### src/xcd_pkg.sv
// Shared types and constants of the XTEA-CTR container decryptor.
// Used by the front parser, the back end and the top level.
`default_nettype none
package xcd_pkg;

	localparam int unsigned HdrSize   = 24;
	localparam int unsigned FifoDepth = 4;
	localparam int unsigned XteaRounds = 32;

	localparam logic [31:0] XteaDelta = 32'h9e37_79b9;
	localparam logic [31:0] CrcPoly   = 32'hedb8_8320;

	localparam logic [7:0] Magic0 = 8'h46;
	localparam logic [7:0] Magic1 = 8'h57;
	localparam logic [7:0] Magic2 = 8'h58;
	localparam logic [7:0] Magic3 = 8'h42;
	localparam logic [7:0] FmtVersion = 8'h01;
	localparam logic [7:0] AlgXteaCtr = 8'h01;

	localparam logic [31:0] KeyReset0 = 32'h8f4c_29a1;
	localparam logic [31:0] KeyReset1 = 32'h73b6_d502;
	localparam logic [31:0] KeyReset2 = 32'hc14e_87f3;
	localparam logic [31:0] KeyReset3 = 32'h2ad9_5b60;
	localparam logic [23:0] MaxLenReset = 24'd1048576;

	localparam logic [2:0] RegKey0   = 3'd0;
	localparam logic [2:0] RegKey1   = 3'd1;
	localparam logic [2:0] RegKey2   = 3'd2;
	localparam logic [2:0] RegKey3   = 3'd3;
	localparam logic [2:0] RegMaxLen = 3'd4;

	typedef enum logic [1:0] {
		ST_OK      = 2'd0,
		ST_BAD_HDR = 2'd1,
		ST_BAD_LEN = 2'd2,
		ST_BAD_CRC = 2'd3
	} status_t;

	typedef struct packed {
		logic [7:0]  data;
		logic [2:0]  lane;
		logic        new_blk;
		logic [63:0] ctr;
		logic        emit;
		logic        last;
		status_t     pre_status;
		logic [31:0] expected;
	} entry_t;

endpackage
`default_nettype wire

### src/xcd_fifo.sv
// Small word queue between the front parser and the back end.
// Generic width and depth; no package dependencies.
`default_nettype none
module xcd_fifo #(
	parameter int unsigned Width = 8,
	parameter int unsigned Depth = 4
) (
	input  wire logic             clk,
	input  wire logic             arst_n,
	input  wire logic             push,
	input  wire logic [Width-1:0] wdata,
	output logic                  full,
	input  wire logic             pop,
	output logic                  not_empty,
	output logic [Width-1:0]      rdata
);
	localparam int unsigned Aw = (Depth > 1) ? $clog2(Depth) : 1;

	logic [Width-1:0] mem_q [Depth];
	logic [Aw-1:0]    wr_ptr_q, rd_ptr_q;
	logic [Aw:0]      cnt_q;

	assign full      = (cnt_q == (Aw+1)'(Depth));
	assign not_empty = (cnt_q != '0);
	assign rdata     = mem_q[rd_ptr_q];

	always_ff @(posedge clk) begin
		if (push) begin
			mem_q[wr_ptr_q] <= wdata;
		end
	end

	always_ff @(posedge clk or negedge arst_n) begin
		if (!arst_n) begin
			wr_ptr_q <= '0;
			rd_ptr_q <= '0;
			cnt_q    <= '0;
		end else begin
			if (push) begin
				wr_ptr_q <= (wr_ptr_q == Aw'(Depth - 1)) ? '0 : wr_ptr_q + 1'b1;
			end
			if (pop) begin
				rd_ptr_q <= (rd_ptr_q == Aw'(Depth - 1)) ? '0 : rd_ptr_q + 1'b1;
			end
			if (push && !pop) begin
				cnt_q <= cnt_q + 1'b1;
			end else if (pop && !push) begin
				cnt_q <= cnt_q - 1'b1;
			end
		end
	end
endmodule
`default_nettype wire

### src/xcd_front.sv
// Front parser: checks the container header, tracks the payload position
// and classifies each byte into a queue word. Depends on xcd_pkg.
`default_nettype none
module xcd_front (
	input  wire logic          clk,
	input  wire logic          arst_n,
	input  wire logic          cfg_wr_en,
	input  wire logic [2:0]    cfg_index,
	input  wire logic [31:0]   cfg_wdata,
	input  wire logic          in_valid,
	output logic               in_ready,
	input  wire logic [7:0]    file_byte,
	input  wire logic          last_byte,
	input  wire logic          q_full,
	output logic               q_push,
	output xcd_pkg::entry_t    q_word
);
	import xcd_pkg::*;

	logic [23:0] max_len_q;
	logic [24:0] idx_q;
	logic        hbad_q;
	logic [31:0] decl_q;
	logic [31:0] exp_q;
	logic [63:0] ctr_q;

	logic        acc;
	logic [24:0] idx_nx, pos;
	logic        hbad_nx;
	logic [31:0] decl_nx, exp_nx;
	logic [63:0] ctr_nx;
	logic        len_ok, emit, new_blk;
	status_t     pre;

	assign in_ready = !q_full;
	assign acc      = in_valid && in_ready;
	assign pos      = idx_q - 25'(HdrSize);
	assign len_ok   = (decl_q != '0) && (decl_q <= {8'b0, max_len_q});
	assign idx_nx   = (idx_q == '1) ? idx_q : idx_q + 1'b1;

	always_comb begin
		hbad_nx = hbad_q;
		decl_nx = decl_q;
		exp_nx  = exp_q;
		ctr_nx  = ctr_q;
		emit    = 1'b0;
		new_blk = 1'b0;
		if (idx_q < 25'(HdrSize)) begin
			case (idx_q[4:0])
				5'd0: hbad_nx = hbad_q | (file_byte != Magic0);
				5'd1: hbad_nx = hbad_q | (file_byte != Magic1);
				5'd2: hbad_nx = hbad_q | (file_byte != Magic2);
				5'd3: hbad_nx = hbad_q | (file_byte != Magic3);
				5'd4: hbad_nx = hbad_q | (file_byte != FmtVersion);
				5'd5: hbad_nx = hbad_q | (file_byte != AlgXteaCtr);
				5'd6: hbad_nx = hbad_q | (file_byte != 8'(HdrSize));
				5'd7: hbad_nx = hbad_q | (file_byte != 8'(HdrSize >> 8));
				5'd8:  decl_nx[7:0]   = file_byte;
				5'd9:  decl_nx[15:8]  = file_byte;
				5'd10: decl_nx[23:16] = file_byte;
				5'd11: decl_nx[31:24] = file_byte;
				5'd12: exp_nx[7:0]    = file_byte;
				5'd13: exp_nx[15:8]   = file_byte;
				5'd14: exp_nx[23:16]  = file_byte;
				5'd15: exp_nx[31:24]  = file_byte;
				5'd16: ctr_nx[7:0]    = file_byte;
				5'd17: ctr_nx[15:8]   = file_byte;
				5'd18: ctr_nx[23:16]  = file_byte;
				5'd19: ctr_nx[31:24]  = file_byte;
				5'd20: ctr_nx[39:32]  = file_byte;
				5'd21: ctr_nx[47:40]  = file_byte;
				5'd22: ctr_nx[55:48]  = file_byte;
				default: ctr_nx[63:56] = file_byte;
			endcase
		end else begin
			emit = !hbad_q && len_ok && ({7'b0, pos} < decl_q);
			new_blk = emit && (pos[2:0] == 3'd0);
			if (new_blk) begin
				ctr_nx = ctr_q + 64'd1;
			end
		end
	end

	always_comb begin
		if ((idx_nx < 25'(HdrSize)) || hbad_nx) begin
			pre = ST_BAD_HDR;
		end else if (!len_ok || ({8'b0, idx_nx} != ({1'b0, decl_q} + 33'(HdrSize)))) begin
			pre = ST_BAD_LEN;
		end else begin
			pre = ST_OK;
		end
	end

	assign q_push             = acc && (emit || last_byte);
	assign q_word.data        = file_byte;
	assign q_word.lane        = pos[2:0];
	assign q_word.new_blk     = new_blk;
	assign q_word.ctr         = ctr_q;
	assign q_word.emit        = emit;
	assign q_word.last        = last_byte;
	assign q_word.pre_status  = pre;
	assign q_word.expected    = exp_q;

	always_ff @(posedge clk or negedge arst_n) begin
		if (!arst_n) begin
			max_len_q <= MaxLenReset;
			idx_q     <= '0;
			hbad_q    <= 1'b0;
			decl_q    <= '0;
			exp_q     <= '0;
			ctr_q     <= '0;
		end else begin
			if (cfg_wr_en && (cfg_index == RegMaxLen)) begin
				max_len_q <= cfg_wdata[23:0];
			end
			if (acc) begin
				if (last_byte) begin
					idx_q  <= '0;
					hbad_q <= 1'b0;
					decl_q <= '0;
					exp_q  <= '0;
					ctr_q  <= '0;
				end else begin
					idx_q  <= idx_nx;
					hbad_q <= hbad_nx;
					decl_q <= decl_nx;
					exp_q  <= exp_nx;
					ctr_q  <= ctr_nx;
				end
			end
		end
	end
endmodule
`default_nettype wire

### src/xcd_back.sv
// Back end: XTEA keystream generator (one round per cycle), payload XOR,
// CRC-32 and the output register. Depends on xcd_pkg.
`default_nettype none
module xcd_back (
	input  wire logic          clk,
	input  wire logic          arst_n,
	input  wire logic          cfg_wr_en,
	input  wire logic [2:0]    cfg_index,
	input  wire logic [31:0]   cfg_wdata,
	input  wire logic          q_not_empty,
	input  wire xcd_pkg::entry_t q_head,
	output logic               q_pop,
	output logic               out_valid,
	input  wire logic          out_ready,
	output logic [7:0]         plain_byte,
	output logic               plain_valid,
	output logic               done_res,
	output logic [1:0]         status
);
	import xcd_pkg::*;

	localparam int unsigned Rw = $clog2(XteaRounds);

	logic [31:0] key_q [4];
	logic [31:0] v0_q, v1_q, sum_q, crc_q;
	logic [Rw-1:0] rnd_q;
	logic        busy_q, blk_done_q;
	logic        out_vld_q;

	logic [31:0] v0_n, v1_n, sum_n, crc_n;
	logic [63:0] ks;
	logic [7:0]  plain;
	logic        start, out_free;
	status_t     fin;

	always_comb begin
		v0_n  = v0_q + ((((v1_q << 4) ^ (v1_q >> 5)) + v1_q) ^ (sum_q + key_q[sum_q[1:0]]));
		sum_n = sum_q + XteaDelta;
		v1_n  = v1_q + ((((v0_n << 4) ^ (v0_n >> 5)) + v0_n) ^ (sum_n + key_q[sum_n[12:11]]));
	end

	assign ks       = {v1_q, v0_q};
	assign plain    = q_head.data ^ ks[{q_head.lane, 3'b000} +: 8];
	assign out_free = !out_vld_q || out_ready;
	assign start    = q_not_empty && q_head.new_blk && !busy_q && !blk_done_q;
	assign q_pop    = q_not_empty && out_free && (!q_head.new_blk || blk_done_q);

	always_comb begin
		crc_n = crc_q ^ {24'b0, plain};
		for (int i = 0; i < 8; i++) begin
			crc_n = (crc_n >> 1) ^ (CrcPoly & {32{crc_n[0]}});
		end
		if (!q_head.emit) begin
			crc_n = crc_q;
		end
	end

	always_comb begin
		fin = q_head.pre_status;
		if ((q_head.pre_status == ST_OK) && ((~crc_n) != q_head.expected)) begin
			fin = ST_BAD_CRC;
		end
	end

	assign out_valid = out_vld_q;

	always_ff @(posedge clk) begin
		if (q_pop) begin
			plain_byte  <= q_head.emit ? plain : 8'd0;
			plain_valid <= q_head.emit;
			done_res    <= q_head.last;
			status      <= q_head.last ? fin : ST_OK;
		end
	end

	always_ff @(posedge clk or negedge arst_n) begin
		if (!arst_n) begin
			key_q[0]   <= KeyReset0;
			key_q[1]   <= KeyReset1;
			key_q[2]   <= KeyReset2;
			key_q[3]   <= KeyReset3;
			v0_q       <= '0;
			v1_q       <= '0;
			sum_q      <= '0;
			rnd_q      <= '0;
			busy_q     <= 1'b0;
			blk_done_q <= 1'b0;
			crc_q      <= '1;
			out_vld_q  <= 1'b0;
		end else begin
			if (cfg_wr_en) begin
				unique case (cfg_index)
					RegKey0: key_q[0] <= cfg_wdata;
					RegKey1: key_q[1] <= cfg_wdata;
					RegKey2: key_q[2] <= cfg_wdata;
					RegKey3: key_q[3] <= cfg_wdata;
					default: ;
				endcase
			end
			if (start) begin
				v0_q   <= q_head.ctr[31:0];
				v1_q   <= q_head.ctr[63:32];
				sum_q  <= '0;
				rnd_q  <= '0;
				busy_q <= 1'b1;
			end else if (busy_q) begin
				v0_q  <= v0_n;
				v1_q  <= v1_n;
				sum_q <= sum_n;
				rnd_q <= rnd_q + 1'b1;
				if (rnd_q == Rw'(XteaRounds - 1)) begin
					busy_q     <= 1'b0;
					blk_done_q <= 1'b1;
				end
			end
			if (q_pop) begin
				blk_done_q <= 1'b0;
				crc_q      <= q_head.last ? '1 : crc_n;
				out_vld_q  <= 1'b1;
			end else if (out_ready) begin
				out_vld_q <= 1'b0;
			end
		end
	end
endmodule
`default_nettype wire

### src/xtea_ctr_container_decryptor.sv
// Top level of the XTEA-CTR container decryptor with CRC-32 check.
// Instantiates xcd_front, xcd_fifo and xcd_back; depends on xcd_pkg.
//
// The input channel takes one container byte per word, with last_byte set on
// the final byte. A result word comes out for every payload byte (plain_valid)
// and for the final byte (done_res with status); header bytes and bytes past
// the declared length give no word, nor do non-final bytes after a bad header
// or length. Results keep input order. A byte whose keystream block is on
// hand is written into the queue and then into the output register; the
// first byte of each 8-byte block waits at the queue head while the keystream
// unit runs one XTEA round per cycle over 32 rounds. Header bytes go at one
// per cycle while the queue is not full. A queue of FifoDepth words (four by
// default) separates the parser from the keystream unit, so bytes keep being
// accepted while a block is computed or the receiver stalls; when the queue
// fills, in_ready drops. A single output register holds a result until
// out_ready takes it. Reset clears the parser, CRC and queue and loads the
// default key and maximum length. Configuration writes take effect at once;
// the user makes them only while the block is idle; nothing enforces this.
`default_nettype none
module xtea_ctr_container_decryptor #(
	parameter int unsigned FifoDepth = xcd_pkg::FifoDepth
) (
	input  wire logic        clk,
	input  wire logic        arst_n,
	input  wire logic        cfg_wr_en,
	input  wire logic [2:0]  cfg_index,
	input  wire logic [31:0] cfg_wdata,
	input  wire logic        in_valid,
	output logic             in_ready,
	input  wire logic [7:0]  file_byte,
	input  wire logic        last_byte,
	output logic             out_valid,
	input  wire logic        out_ready,
	output logic [7:0]       plain_byte,
	output logic             plain_valid,
	output logic             done_res,
	output logic [1:0]       status
);
	import xcd_pkg::*;

	entry_t q_word, q_head;
	logic   q_push, q_pop, q_full, q_not_empty;

	xcd_front u_front (
		.clk       (clk),
		.arst_n    (arst_n),
		.cfg_wr_en (cfg_wr_en),
		.cfg_index (cfg_index),
		.cfg_wdata (cfg_wdata),
		.in_valid  (in_valid),
		.in_ready  (in_ready),
		.file_byte (file_byte),
		.last_byte (last_byte),
		.q_full    (q_full),
		.q_push    (q_push),
		.q_word    (q_word)
	);

	xcd_fifo #(
		.Width ($bits(entry_t)),
		.Depth (FifoDepth)
	) u_fifo (
		.clk       (clk),
		.arst_n    (arst_n),
		.push      (q_push),
		.wdata     (q_word),
		.full      (q_full),
		.pop       (q_pop),
		.not_empty (q_not_empty),
		.rdata     (q_head)
	);

	xcd_back u_back (
		.clk         (clk),
		.arst_n      (arst_n),
		.cfg_wr_en   (cfg_wr_en),
		.cfg_index   (cfg_index),
		.cfg_wdata   (cfg_wdata),
		.q_not_empty (q_not_empty),
		.q_head      (q_head),
		.q_pop       (q_pop),
		.out_valid   (out_valid),
		.out_ready   (out_ready),
		.plain_byte  (plain_byte),
		.plain_valid (plain_valid),
		.done_res    (done_res),
		.status      (status)
	);
endmodule
`default_nettype wire
### config.mk
export PLATFORM = sky130hd
export DESIGN_NAME = xtea_ctr_container_decryptor
export DESIGN_NICKNAME = d
export VERILOG_FILES = /design/src/xcd_pkg.sv /design/src/xcd_fifo.sv /design/src/xcd_front.sv /design/src/xcd_back.sv /design/src/xtea_ctr_container_decryptor.sv
export SDC_FILE = /design/constraint.sdc
export NUM_CORES = 2
export LEC_CHECK = 0
export ABC_CLOCK_PERIOD_IN_PS = 17850
export BUFFER_PORTS_ARGS = -buffer_cell sky130_fd_sc_hd__buf_2
export CAP_MARGIN = 20
export CORE_MARGIN = 2
export CORE_UTILIZATION = 60
export DETAILED_ROUTE_END_ITERATION = 10
export PLACE_DENSITY = 0.76
export SYNTH_ARGS = -nofsm -noshare
export SYNTH_HDL_FRONTEND = slang
export SYNTH_HIERARCHICAL = 1
export SYNTH_SLANG_ARGS = --single-unit
### constraint.sdc
create_clock -name clk -period 17.85 [get_ports clk]
set_input_delay 2.6775 -clock clk [delete_from_list [all_inputs] [get_ports clk]]
set_output_delay 2.6775 -clock clk [all_outputs]
set_load 0.03 [all_outputs]
# [Word-level counts from Yosys, hierarchy flattened]
# Memory sizes are Yosys's and may differ from the RTL's.
# Index checks and enable logic that the tools add are counted.
[word_totals] mem_count=1 register_bits=461 word_cells=272 mem_bits_rw=448
[mem_list] name="u_fifo.mem_q" words=4 word_bits=112 rd=1 rd_ports_with_merged_regs=0 write_ports=1 line_no="xcd_fifo.sv:19" text="logic [Width-1:0] mem_q [Depth];"
[op_classes] n_eq_ne=48 bitwise_logic=24 shifts=1 muxes=64 order_cmp=6 n_reduce_logical=74 addsub=16
[op_table] op="$mux W32" n=16
[op_table] op="$xor A31 B32 Y32" n=8
[op_table] op="$add A32 B32 Y32" n=6
[op_table] op="$mux W64" n=3
[op_table] op="$bmux W32 S2" n=2
[op_table] op="$mux W8" n=16
[op_table] op="$add A64 B1 Y64 const B" n=1
[op_table] op="$shiftx A64 B7 Y8" n=1
[op_table] op="$xor A32 B27 Y32" n=2
[op_table] op="$xor A32 B32 Y32" n=2
[op_table] op="$reduce_and A3 Y1" n=17
[op_table] op="$lt A25 B5 Y1 const B" n=2
[op_table] op="$mux W25" n=2
[op_table] op="$eq A5 B4 Y1 const B" n=8
[op_table] op="$eq A5 B5 Y1 const B" n=8
[op_table] op="$add A32 B5 Y33 const B" n=1
[op_table] op="$ne A25 B33 Y1" n=1
[op_table] op="$add A32 B32 Y32 const B" n=1
[op_table] op="$le A32 B24 Y1" n=1
[op_table] op="$lt A25 B32 Y1" n=1
[op_table] op="$ne A32 B32 Y1" n=1
[op_table] op="$ne A8 B7 Y1 const B" n=4
[op_table] op="$not A32 Y32" n=1
[op_table] op="$reduce_bool A32 Y1" n=1
[op_table] op="other kinds (40)" n=127

# [Depth between registers and ports, before layout]
# An unclocked memory read counts as a cell.
[logic_depth] ltp_word=17 depth_mapped=48 depth_no_buf=46

# [Hierarchy]
# The synthesis kept the hierarchy.
[modules_own_cells] mod="xcd_back" area_per_inst_um2=25055.3 instances=1 cells_per_inst=2536
[modules_own_cells] mod="xcd_fifo" area_per_inst_um2=16565.9 instances=1 cells_per_inst=623
[modules_own_cells] mod="xcd_front" area_per_inst_um2=13150.1 instances=1 cells_per_inst=1600

# [Least setup slack after synthesis]
# No wires, ideal clock.
[synth_timing] path_kind="register -> register" startpoint="reg u_back.sum_q[0]" endpoint="reg u_back.v1_q[31]" n_path_buf=2 setup_slack_ns=8.151 period_less_slack_ns=9.699 arrival_time_ns=9.619 stages_incl_launch_ff=47 required_ns=17.771 cell_sequence="dfrtp_1 > clkbuf_1 > buf_1 > mux4_2 > fa_1 > a21o_1 > a21o_1 > a21o_1 > a21o_1 > a21oi_1 > a21oi_1 > a31oi_1 > xnor2_1 > xnor2_1 > ha_1 > a21o_1 > a21o_1 > a221o_1 > (+11 left out) > a21o_1 > a21o_1 > a21oi_1 > inv_1 > a21oi_1 > xnor2_1 > xnor2_1 > ha_1 > nand4_1 > nor2_1 > o31ai_1 > a21oi_1 > o22a_1 > nand4_1 > a31oi_1 > xnor2_1 > xnor3_1 > mux2i_1"
[synth_via] elab_chain_len=13 elab_cells_between_ends=19 classes_between="add/sub: 6; mux: 8; bitwise: 5"
[synth_lines] item="start: declaration" line_no="xcd_back.sv:25" text="logic [31:0] v0_q, v1_q, sum_q, crc_q;"
[synth_lines] item="start signal: assignment" line_no="xcd_back.sv:109" text="sum_q <= sum_n;"
[synth_lines] item="$not A2 Y3 (not written as such)" line_no="xcd_back.sv:37" text="v0_n = v0_q + ((((v1_q << 4) ^ (v1_q >> 5)) + v1_q) ^ (sum_q + key_q[sum_q[1:0]]));"
[synth_lines] item="$bmux W32 S2" line_no="xcd_back.sv:37"
[synth_lines] item="$mux W32 (not written as such) (2 in a row)" line_no="xcd_back.sv:37"
[synth_lines] item="$add A32 B32 Y32" line_no="xcd_back.sv:37"
[synth_lines] item="$xor A32 B32 Y32" line_no="xcd_back.sv:37"
[synth_lines] item="$add A32 B32 Y32" line_no="xcd_back.sv:37"
[synth_lines] item="$xor A32 B27 Y32" line_no="xcd_back.sv:39" text="v1_n = v1_q + ((((v0_n << 4) ^ (v0_n >> 5)) + v0_n) ^ (sum_n + key_q[sum_n[12:11]]));"
[synth_lines] item="$add A32 B32 Y32" line_no="xcd_back.sv:39"
[synth_lines] item="$xor A32 B32 Y32 (*)" line_no="xcd_back.sv:39"
[synth_lines] item="$add A32 B32 Y32 (*)" line_no="xcd_back.sv:39"
[synth_lines] item="$mux W32 (*)" line_no="xcd_back.sv:106" text="end else if (busy_q) begin"
[synth_lines] item="$mux W32 (*)" line_no="xcd_back.sv:100" text="if (start) begin"
[synth_lines] item="end signal: assignment" line_no="xcd_back.sv:102" text="v1_q <= q_head.ctr[63:32];"
[synth_lines] item="end signal: assignment" line_no="xcd_back.sv:108" text="v1_q <= v1_n;"
[synth_lines] item="end: declaration" line_no="xcd_back.sv:25"
# Every way passes the cells marked *; elsewhere a longest branch is shown, timed or not. The select of a mux whose other input is x is not followed.
# A chain may end at the register's enable or synchronous reset.

# [Final worst setup path]
# Ends and elaborated chain as after synthesis.

==> results.ini <==
[outcome]
status=complete, no violations

[layout]
finalNonFillerCells=6008
fillers=6770
areaGrowthSynthToFinish_pct=7.97
fin_util_pct=65.5
fin_nets=5066
multi_input_area_sq_um=28000
drive_gt1_share_pct=17.4
regArea_sq_um=25200

[routing]
avgViaCountPerCell=6.69
drc=0
route.vias.total=40218
drt_iter0_markers=4355
postRouteAntennaNets=0
dr.pass1.iters=7
wl_um=162000
wl_per_cell_um=27.0

[placed_design]
portBuffers=62
dp.cells=5828
place_ws_ns=7.64
gp_congestion=0.993
dpl.hpwl_um=116000

[clocking]
cts_made_buffers=94
cts.sinks=909
postCtsSetupBuffers=0
cts_tree=done
clk_pin_slew_ns=0.06
clock_path_buffers=3
htreeDepth=3
clk_latency_ns=0.69
root_buffer=clkbuf_16
cts_resized=0
holdBufCountCts=0

[critical_path]
critPathCaptureType=flop
critPathCapture=u_back/v1_q[31]$_DFFE_PN0P_
slowest_stage=mux4_2
path_depth=46
rr_startpoint=u_back/sum_q[0]$_DFFE_PN0P_
startpoint=u_back/sum_q[0]$_DFFE_PN0P_
critPathLaunchType=flop
cp.required_ns=18.43
crit_top_cell=a21oi_1
crit_fanout=36
path_delay_family=compound AO/OA/AOI/OAI gates
rr_endpoint=u_back/v1_q[31]$_DFFE_PN0P_
cp.buffers_inverters=3
slowest_delay_ns=0.59
r2r_cells=46
criticalPathCategory=reg -> reg
reg2reg_setup_slack_ns=7.42
cp.arrival_ns=11.01

[floorplan]
dieArea_sq_um=93700
row_count=110
ios=63
dieWidth_um=306
initial_core_util_pct=60.7
core_sq_um=90300
die_y_um=306

[synth]
synth_compound_area_share_pct=13.1
ys_ff_latch=909
synthMuxAreaShare_pct=13.3
ys_seq_area_share_pct=46.0
synth-adder-area-share_pct=6.22
synth_area_sq_um=54800
synthFlopType=edfxtp_1
synth_cell_types=120
yosysWarnings=6
synth_top_family_by_area=multiplexers
synth_edf_count=460
synth_nets=5076
yosys.area_share.xor_xnor_pct=8.66
synth_simple_gate_area_share_pct=9.79
async_flop_share_pct=49.4
syn_inst=4759
avgSynthCellArea_sq_um=11.5

[sta]
worst_pin_slew_ns=1.26
finalHoldViolCount=0
setup_tns_ns=0
fin_ws_ns=7.42
setup_viol=0
fin_crit_ns=10.43
drv_slew=0
finalCritPeriodShare_pct=58.4
slew-limit-headroom_pct=16.3
rsz0062_at_grt=no
fmax_mhz=95.9
fin_skew_ns=0.0526

[flow_run]
maxCapViolations=0

[global_routing]
grt_start_max_net_pins=100
grt_pass1_vias=39085
grt_util_all_layers_pct=34.8
overflow=0
grt_pass1_wl_um=246000
grt_antenna_before_repair=8

[hold_path]
min_path_type=reg -> reg

worst register-to-register path: cells and delay by family, from the launching register on:
family | cells | cell delay (ns)
AO/OA/AOI/OAI | 22 | 4.21
XOR/XNOR | 7 | 1.62
adder cells (fa/ha/maj) | 4 | 1.54
buffers and inverters | 3 | 0.67
flip-flops | 1 | 0.42
multiplexers | 2 | 0.72
AND/OR/NAND/NOR | 8 | 1.17
layout make-up:
cell class,count,share of cell area (%)
antenna,2,0.00846
clock buffer,120,4.31
clock inverter,57,0.963
inverter,148,0.939
multi-input combinational,3476,47.4
sequential,909,42.6
tap,1176,2.49
timing repair buffer,120,1.28
logic make-up (layout without fill, tap and decap cells):
group	after synthesis	after routing
adder cells (fa/ha/maj)	268	268
XOR/XNOR	511	511
buffers and inverters	374	445
flip-flops	909	909
other	0	2
AND/OR/NAND/NOR	1108	1108
AO/OA/AOI/OAI	1121	1121
multiplexers	468	468
cells in the mapped netlist (24+ instances only):
library cell  count  share of area (%)
a211oi_1         38               0.52
a21o_1          131                1.8
a21oi_1         261                2.4
a31oi_1          75               0.86
and2_1           24               0.27
and3_1           49               0.56
buf_1            35               0.24
buf_2            39               0.36
clkbuf_1        119               0.82
dfrtp_1         354                 16
dfstp_2          95                4.6
edfxtp_1        460                 25
ha_1            261                6.0
inv_1           146                1.0
mux2_2          186                3.8
mux2i_1          93                1.7
mux4_2          185                7.6
nand2_1         406                2.8
nand2b_1         32               0.37
nand3_1          98               0.90
nand4_1          65               0.74
nor2_1          199                1.4
nor2b_1          27               0.31
nor3_1           77               0.70
nor4_1           43               0.49
o21ai_0         317                2.9
o21bai_1         35               0.48
o22a_1           24               0.38
xnor2_1         319                5.1
xor2_1          170                2.7
per-layer routing:
layer	part of all wire, %	global-route usage, %	wire length (um)
met4	5.3	15.8	8660
met2	46	55.5	75200
met1	40	47.4	65100
met5	0.014	0	23
met3	8.1	5.40	13100
cell usage in the layout, fill, tap and decap left out, types with 98 or more instances in the layout:
cell type / synthesis / layout
edfxtp_1: 460 / 460
nand2_1: 406 / 406
dfrtp_1: 354 / 350
xnor2_1: 319 / 318
o21ai_0: 317 / 317
ha_1: 261 / 261
a21oi_1: 261 / 260
nor2_1: 199 / 199
mux2_2: 186 / 186
mux4_2: 185 / 185
xor2_1: 170 / 170
inv_1: 146 / 146
a21o_1: 131 / 131
nand3_1: 98 / 98
how the worst min path moves through the flow:
stage                                           start                          end  depth (start not counted)
final                     u_fifo/cnt_q[2]$_DFFE_PN0P_  u_fifo/cnt_q[2]$_DFFE_PN0P_                          1
after global routing      u_fifo/cnt_q[2]$_DFFE_PN0P_  u_fifo/cnt_q[2]$_DFFE_PN0P_                          1
after detailed placement  u_fifo/cnt_q[2]$_DFFE_PN0P_  u_fifo/cnt_q[2]$_DFFE_PN0P_                          1
after global placement    u_fifo/cnt_q[2]$_DFFE_PN0P_  u_fifo/cnt_q[2]$_DFFE_PN0P_                          1
after floorplan           u_fifo/cnt_q[2]$_DFFE_PN0P_  u_fifo/cnt_q[2]$_DFFE_PN0P_                          1
after CTS                 u_fifo/cnt_q[2]$_DFFE_PN0P_  u_fifo/cnt_q[2]$_DFFE_PN0P_                          1
state kept, by name, indices dropped and copies added (netlist names), 3 cells and up:
register / count
u_back/v1_q: 32
u_front/decl_q: 32
u_front/ctr_q: 64
u_back/sum_q: 32
u_back/rnd_q: 5
u_back/key_q: 128
u_front/exp_q: 32
u_fifo/mem_q: 448
u_back/plain_byte: 8
u_front/idx_q: 25
u_fifo/cnt_q: 3
u_front/max_len_q: 24
u_back/crc_q: 32
u_back/v0_q: 32
per-stage QoR:
stage / cell area [sq um] / hold slack, ns
6_report: 59100 / 0.484
5_1_grt: 59100 / 0.519
4_1_cts: 59100 / 0.486
3_5_place_dp: 56000 / 0.475
3_3_place_gp: 56000 / 0.467
2_1_floorplan: 54800 / 0.449
Power is left out: the tool's default activity adds up to more than one toggle a clock period on the data nets, which glitch-free logic cannot reach.
